### src/hdl/prmmd_pkg.sv
// ----------------------------------------------------------------------------
// prmmd_pkg
// Types and constants shared by the paged ROM memory map decoder and its
// checker: request and response layouts, target codes, register indexes.
// ----------------------------------------------------------------------------
package prmmd_pkg;

  localparam logic [4:0]  BANK_COUNT    = 5'd16;
  localparam logic [15:0] ADDR_BANK_SEL = 16'hfe30;
  localparam logic [15:0] ADDR_EXIT     = 16'hfc01;
  localparam logic [7:0]  FIXED_VALUE   = 8'hfe;
  localparam logic [15:0] MASK_RESET    = 16'hffff;
  localparam logic [3:0]  BANK_RESET    = 4'd15;

  typedef enum logic [3:0] {
    TGT_RAM   = 4'd0,
    TGT_BANK  = 4'd1,
    TGT_OS    = 4'd2,
    TGT_SVIA  = 4'd3,
    TGT_UVIA  = 4'd4,
    TGT_CRTC  = 4'd5,
    TGT_ULA   = 4'd6,
    TGT_DISC  = 4'd7,
    TGT_ADC   = 4'd8,
    TGT_FIXED = 4'd9,
    TGT_NONE  = 4'd10
  } target_t;

  typedef enum logic {
    CMD_READ  = 1'b0,
    CMD_WRITE = 1'b1
  } command_t;

  typedef enum logic {
    CFG_ALL_WRITABLE = 1'b0,
    CFG_WRITE_MASK   = 1'b1
  } cfg_index_t;

  typedef struct packed {
    logic        command;
    logic [15:0] address;
    logic [7:0]  write_data;
  } prmmd_req_t;

  typedef struct packed {
    logic [3:0]  target;
    logic [3:0]  device_offset;
    logic [17:0] mem_address;
    logic        mem_write;
    logic [7:0]  fixed_data;
    logic [1:0]  extra_cycles;
    logic        halt_request;
    logic        bank_writeback;
    logic [3:0]  current_bank;
    logic        sideways_ram_dirty;
  } prmmd_resp_t;

endpackage

### src/hdl/paged_rom_memory_map_decoder.sv
// ----------------------------------------------------------------------------
// paged_rom_memory_map_decoder
// Decodes one bus access per request into its target, physical address,
// write permission and stretch cycles; tracks the selected sideways bank.
// ----------------------------------------------------------------------------
// Path: an accepted request is held in the input register, then its response in
// the response register, which drives out_valid.
// Throughput: one request per cycle while the response side is not stalled.
// Reset: synchronous, active low; bank 15 selected, flags and stretch
// counters cleared, every bank writable by mask, pipeline empty.
module paged_rom_memory_map_decoder (
  input  logic                      clk,
  input  logic                      rst_n,
  input  logic                      in_valid,
  output logic                      in_stall,
  input  prmmd_pkg::prmmd_req_t     in_req,
  output logic                      out_valid,
  input  logic                      out_stall,
  output prmmd_pkg::prmmd_resp_t    out_resp,
  input  logic                      cfg_we,
  input  logic                      cfg_index,
  input  logic [15:0]               cfg_data
);
  import prmmd_pkg::*;

  logic        s1_valid_r;
  prmmd_req_t  s1_req_r;
  logic        out_valid_r;
  prmmd_resp_t out_resp_r;
  prmmd_resp_t resp_nxt;

  logic        all_wr_r;
  logic [15:0] wr_mask_r;
  logic [3:0]  bank_r, bank_nxt;
  logic        bank_mod_r, bank_mod_nxt;
  logic        ram_mod_r, ram_mod_nxt;
  logic [3:0]  rd_cnt_r, rd_cnt_nxt;
  logic [3:0]  wr_cnt_r, wr_cnt_nxt;

  logic        s2_ready;
  logic        s1_fire;

  assign s2_ready  = !out_valid_r || !out_stall;
  assign s1_fire   = s1_valid_r && s2_ready;
  assign in_stall  = s1_valid_r && !s2_ready;
  assign out_valid = out_valid_r;
  assign out_resp  = out_resp_r;

  always_comb begin
    logic [15:0] a;
    logic [15:0] blk16;
    logic        present;
    logic        is_ram;
    a        = s1_req_r.address;
    blk16    = a & 16'hfff0;
    present  = {1'b0, bank_r} < BANK_COUNT;
    is_ram   = wr_mask_r[bank_r];
    bank_nxt     = bank_r;
    bank_mod_nxt = bank_mod_r;
    ram_mod_nxt  = ram_mod_r;
    rd_cnt_nxt   = rd_cnt_r;
    wr_cnt_nxt   = wr_cnt_r;
    resp_nxt     = '0;
    resp_nxt.target = TGT_NONE;
    if (s1_req_r.command == CMD_READ) begin
      if (!a[15]) begin
        resp_nxt.target      = TGT_RAM;
        resp_nxt.mem_address = {2'b00, a};
      end else if (!a[14]) begin
        if (present) begin
          resp_nxt.target      = TGT_BANK;
          resp_nxt.mem_address = {bank_r, a[13:0]};
        end
      end else if (a < 16'hfc00 || a >= 16'hff00) begin
        resp_nxt.target      = TGT_OS;
        resp_nxt.mem_address = {2'b00, a};
      end else begin
        rd_cnt_nxt = rd_cnt_r + 4'd1;
        resp_nxt.extra_cycles = {rd_cnt_nxt[3], !rd_cnt_nxt[3]};
        if (blk16 inside {16'hfe40, 16'hfe50}) begin
          resp_nxt.target        = TGT_SVIA;
          resp_nxt.device_offset = a[3:0];
        end else if (blk16 inside {16'hfe60, 16'hfe70}) begin
          resp_nxt.target        = TGT_UVIA;
          resp_nxt.device_offset = a[3:0];
        end else if ((a & 16'hfff8) == 16'hfe00) begin
          resp_nxt.target        = TGT_CRTC;
          resp_nxt.device_offset = {1'b0, a[2:0]};
        end else if (blk16 == 16'hfe20) begin
          resp_nxt.target        = TGT_ULA;
          resp_nxt.device_offset = a[3:0];
        end else if ((a & 16'hffe0) == 16'hfe80) begin
          resp_nxt.target        = TGT_DISC;
          resp_nxt.device_offset = {1'b0, a[2:0]};
        end else if ((a & 16'hffe0) inside {16'hfea0, 16'hfee0}) begin
          resp_nxt.target     = TGT_FIXED;
          resp_nxt.fixed_data = FIXED_VALUE;
        end else if ((a & 16'hffe0) == 16'hfec0) begin
          resp_nxt.target        = TGT_ADC;
          resp_nxt.device_offset = a[3:0];
        end
      end
    end else begin
      if (!a[15]) begin
        resp_nxt.target      = TGT_RAM;
        resp_nxt.mem_address = {2'b00, a};
        resp_nxt.mem_write   = 1'b1;
      end else if (!a[14]) begin
        if (present) begin
          resp_nxt.target      = TGT_BANK;
          resp_nxt.mem_address = {bank_r, a[13:0]};
          if (all_wr_r || is_ram) begin
            resp_nxt.mem_write = 1'b1;
            bank_mod_nxt       = 1'b1;
            if (is_ram) begin
              ram_mod_nxt = 1'b1;
            end
          end
        end
      end else begin
        wr_cnt_nxt = wr_cnt_r + 4'd1;
        resp_nxt.extra_cycles = {wr_cnt_nxt[3], !wr_cnt_nxt[3]};
        if (a < 16'hfc00 || a >= 16'hff00) begin
          resp_nxt.target      = TGT_OS;
          resp_nxt.mem_address = {2'b00, a};
        end else if (blk16 == 16'hfe20) begin
          resp_nxt.target        = TGT_ULA;
          resp_nxt.device_offset = a[3:0];
        end else if (blk16 inside {16'hfe40, 16'hfe50}) begin
          resp_nxt.target        = TGT_SVIA;
          resp_nxt.device_offset = a[3:0];
        end else if (blk16 inside {16'hfe60, 16'hfe70}) begin
          resp_nxt.target        = TGT_UVIA;
          resp_nxt.device_offset = a[3:0];
        end else if (a == ADDR_BANK_SEL) begin
          if (s1_req_r.write_data[3:0] != bank_r) begin
            if (bank_mod_r) begin
              resp_nxt.bank_writeback = 1'b1;
              bank_mod_nxt            = 1'b0;
            end
            bank_nxt = s1_req_r.write_data[3:0];
          end
        end else if ((a & 16'hfff8) == 16'hfe00) begin
          resp_nxt.target        = TGT_CRTC;
          resp_nxt.device_offset = {1'b0, a[2:0]};
        end else if ((a & 16'hffe0) == 16'hfe80) begin
          resp_nxt.target        = TGT_DISC;
          resp_nxt.device_offset = {1'b0, a[2:0]};
        end else if ((a & 16'hffe0) == 16'hfec0) begin
          resp_nxt.target        = TGT_ADC;
          resp_nxt.device_offset = a[3:0];
        end else if (a == ADDR_EXIT) begin
          resp_nxt.halt_request = 1'b1;
        end
      end
    end
    resp_nxt.current_bank       = bank_nxt;
    resp_nxt.sideways_ram_dirty = ram_mod_nxt;
  end

  always_ff @(posedge clk) begin
    if (!rst_n) begin
      s1_valid_r  <= 1'b0;
      out_valid_r <= 1'b0;
      all_wr_r    <= 1'b0;
      wr_mask_r   <= MASK_RESET;
      bank_r      <= BANK_RESET;
      bank_mod_r  <= 1'b0;
      ram_mod_r   <= 1'b0;
      rd_cnt_r    <= '0;
      wr_cnt_r    <= '0;
    end else begin
      if (!in_stall) begin
        s1_valid_r <= in_valid;
      end
      if (s2_ready) begin
        out_valid_r <= s1_valid_r;
      end
      if (s1_fire) begin
        bank_r     <= bank_nxt;
        bank_mod_r <= bank_mod_nxt;
        ram_mod_r  <= ram_mod_nxt;
        rd_cnt_r   <= rd_cnt_nxt;
        wr_cnt_r   <= wr_cnt_nxt;
      end
      if (cfg_we) begin
        case (cfg_index_t'(cfg_index))
          CFG_ALL_WRITABLE: all_wr_r  <= cfg_data[0];
          CFG_WRITE_MASK:   wr_mask_r <= cfg_data;
          default:          all_wr_r  <= all_wr_r;
        endcase
      end
    end
  end

  always_ff @(posedge clk) begin
    if (!in_stall && in_valid) begin
      s1_req_r <= in_req;
    end
    if (s1_fire) begin
      out_resp_r <= resp_nxt;
    end
  end

endmodule

### config.mk
export PLATFORM = sky130hd
export DESIGN_NAME = paged_rom_memory_map_decoder
export DESIGN_NICKNAME = d
export VERILOG_FILES = /design/src/hdl/prmmd_pkg.sv /design/src/hdl/paged_rom_memory_map_decoder.sv
export SDC_FILE = /design/constraint.sdc
export NUM_CORES = 1
export LEC_CHECK = 0
export BUFFER_PORTS_ARGS = -buffer_cell sky130_fd_sc_hd__buf_2
export CAP_MARGIN = 20
export CORE_ASPECT_RATIO = 0.6
export CORE_MARGIN = 5
export CORE_UTILIZATION = 57
export CTS_CLUSTER_DIAMETER = 30
export CTS_CLUSTER_SIZE = 14
export DETAILED_ROUTE_END_ITERATION = 16
export PLACE_DENSITY = 0.93
export SYNTH_ARGS = -nofsm -noshare
export SYNTH_HDL_FRONTEND = slang
export SYNTH_SLANG_ARGS = --single-unit
### constraint.sdc
create_clock -name clk -period 4.55 [get_ports clk]
set_input_delay 0.91 -clock clk [delete_from_list [all_inputs] [get_ports clk]]
set_output_delay 0.91 -clock clk [all_outputs]
set_load 0.02 [all_outputs]
==> key figures <==
Clocking
  – CTS buffer count: 9
  – Clk buf depth: 2
  – Post-CTS Setup Bufs: 0
  – # resized after CTS: 0
  – Clk Tree Root Cell: clkbuf_16
  – H-Tree Depth: 3
  – Post-CTS Hold Buffers: 0
  – Worst skew pair latency: roughly 340 ps
  – Clock slew at reported path FFs: roughly 60 ps
  – CTS tree: yes
  – Sink Count: 91

Synth
  – Fraction of the mapped netlist area in adder cells: less than 1%
  – EDFF count, synth: slightly below 60
  – Cell area after synthesis: 3890 µm²
  – Mux contribution to synthesized area: about 6.7%
  – Synth warn: 0
  – Register bit total from synthesis: between 90 and 100
  – Synth Net Count: around 380
  – Largest family of logic cells by synthesized area: simple AND/OR/NAND/NOR gates
  – Synth Flop Type: edfxtp_1
  – Synth Area in Simple Gates: about a fifth
  – Synth unique cells: 53
  – Syn Inst Count: 328
  – Syn_area_per_cell: 11.86 µm²
  – Register area share after synthesis: roughly three fifths
  – Share of synthesized flip-flops with an asynchronous set or reset: 0%
  – Synth Area in XOR/XNOR: between 1.5 and 2%
  – Complex-gate fraction of the synthesized area: roughly 6%

Die
  – Floorplan row count: 23
  – Die H: approximately 74 µm
  – Die width: 116.7 µm
  – Initial core utilization: between 50% and 60%
  – Top-Level Pins: a little over 90
  – DIE AREA: 8631 µm²
  – Core outline area: about 6600 µm²

Global routing
  – Vias in the first global route: between 2000 and 3000
  – Initial antenna violation count: 0
  – Met3 Track Usage GR: 8.699%
  – First-pass GRT wire length: ~13 mm
  – Gr busiest metal: met2
  – M1 GR Usage: 24.30%
  – All-Layer GR Usage: 19.60%
  – Largest net degree at the start of global routing: 24
  – Met2 Use GR: 31.62%
  – Grt ovf: 0

Timing
  – Crit share post-route: between 50 and 60%
  – Setup TNS: 0 ps
  – Min Tclk post-route: between 2000 and 2500 ps
  – Fin. Hold Viols: 0
  – Final Skew: slightly below 4 ps
  – RSZ-0062 raised after global routing: false
  – Setup ws final: 2070 ps
  – F_max: 403.2 MHz
  – # setup viols final: 0
  – Hold WS: between 400 and 500 ps
  – Slew HR: 41.51%
  – Fin. max-slew vios: 0
  – Worst-Margin Slew: approximately 870 ps

Setup path
  – Reg2reg path depth: 4
  – WS Path Type: in -> reg
  – WP data required: approximately 4800 ps
  – Reg-to-reg endpoint: out_resp[3]
  – Crit path DAT: roughly 2700 ps
  – Crit path launch: out_stall
  – Reg2reg setup slack: 2370 ps
  – CP Launch Type: input pin
  – Reg2Reg Launch Point: s1_req_r[21]
  – Worst Setup End Kind: flop
  – CP Max Fanout: 21

Place
  – Dpl hpwl: slightly below 6 mm
  – IO buf count: 87
  – Final GP Congestion: about 0.79
  – Worst slack, placed: between 1500 and 2000 ps

Drt
  – DRC Markers: 0
  – Vias per cell: between 5 and 6
  – WL/cell: about 17 µm
  – Drt first-iter violations: 171
  – Drt pass-1 iters: 4
  – Vias: 2763
  – Routed Antenna Nets: 0
  – Post-Route WL: 8.223 mm

Finish
  – Layout area overhead: 18.46%
  – Layout net count: around 450
  – Antenna cells: 0
  – Layout cells sized above 1: roughly 30%
  – Fillers: ~470

Run
  – Max-cap violations: 0

Power and ir drop
  – Lkg Pwr: 1.865 nW
  – Pwr/cell area: between 300 and 400 nW/µm²
  – Max VDD drop: about 0.21 mV

Worst hold path
  – Worst Hold Depth: 2
  – Hold WC Path Type: reg -> reg
  – Min-delay src: wr_mask_r[12]
  – Hold Path End: wr_mask_r[12]

Outcome
  – Outcome: finished clean
stage by stage:
step                cell area, µm²  total power [mW]  utilization, %  cells
floorplan                     3890             1.046               -    328
CTS                           4593             1.753           69.09    496
global placement              4323             1.090           65.03    480
finish                        4608             1.743           69.32    497
detailed placement            4323             1.098           65.03    480
global route                  4608             1.806           69.32    497
report_power, final:
group	internal, mW	switching, mW
combinational	0.0534	0.0847
clock	0.366	0.294
sequential	0.919	0.0264
worst max-delay path, stage by stage:
cell,delay (ps)
buf_2,110
nand2_1,50
nand2_1,190
inv_1,630
nand3_1,300
or3_1,380
a21oi_1,150
logic make-up (layout without fill, tap and decap cells):
family	count (synthesis)	after routing
other	1	1
AOI/OAI and AO/OA	33	33
DFF	91	91
buffers and inverters	31	113
adders and majority gates	2	2
xor gates and xnor gates	8	8
muxes	19	19
and+or+nand+nor	143	143
how the worst max path moves through the flow:
stage	cells past startpoint	end
after global placement	7	wr_cnt_r[3]
after CTS	7	wr_cnt_r[3]
after floorplan	6	wr_cnt_r[3]
after global routing	7	wr_cnt_r[3]
after detailed placement	7	wr_cnt_r[3]
final	7	wr_cnt_r[3]
area by class of cell:
class	count	area, µm²	area share, %
sequential	91	2402	52.13
timing repair buffer	89	457.9	9.938
clock buffer	9	225.2	4.887
inverter	8	30.03	0.6516
tap	87	108.9	2.362
multi-input combinational	206	1339	29.05
clock inverter	7	45.04	0.9775
state kept, by name (all words and copies together), names as in the netlist:
signal,count
all_wr_r,1
wr_cnt_r,4
s1_valid_r,1
s1_req_r,21
bank_r,4
wr_mask_r,16
ram_mod_r,1
out_valid,1
out_resp,37
bank_mod_r,1
rd_cnt_r,4
routing by layer:
layer	vias up	part of all wire [%]
met5	-	0
met4	0	1.4
met3	13	10
met2	140	48
met1	1288	40
li1	1322	-
synth_stat cells (5+ instances only):
| master | number | area, µm² |
|---|---|---|
| mux2i_1 | 11 | 110.1 |
| nand2_1 | 39 | 146.4 |
| clkbuf_1 | 13 | 48.80 |
| buf_4 | 7 | 52.55 |
| nor2_1 | 27 | 101.4 |
| inv_1 | 7 | 26.28 |
| o21ai_0 | 6 | 30.03 |
| xnor2_1 | 5 | 43.79 |
| nand3_1 | 21 | 105.1 |
| dfxtp_1 | 33 | 660.6 |
| nor2b_1 | 6 | 37.54 |
| edfxtp_1 | 58 | 1742 |
| and2_1 | 16 | 100.1 |
| a21oi_1 | 9 | 45.04 |
| nand4_1 | 6 | 37.54 |
placed cells by master, fill, tap and decap left out, types with 3 or more instances in the layout:
cell type and instances:
a21oi_1 9, and2_1 16, and3_1 3, buf_2 87, clkbuf_16 9, clkinvlp_4 3
dfxtp_1 33, edfxtp_1 58, inv_1 7, mux2_4 4, mux2i_1 11, mux4_2 4
nand2_1 39, nand2b_1 4, nand3_1 21, nand4_1 6, nor2_1 27, nor2b_1 5
nor3_1 3, nor4_1 4, o21ai_0 6, o31ai_1 4, xnor2_1 5, xor2_1 3
Note: power is estimated with default switching activity, not from simulation.
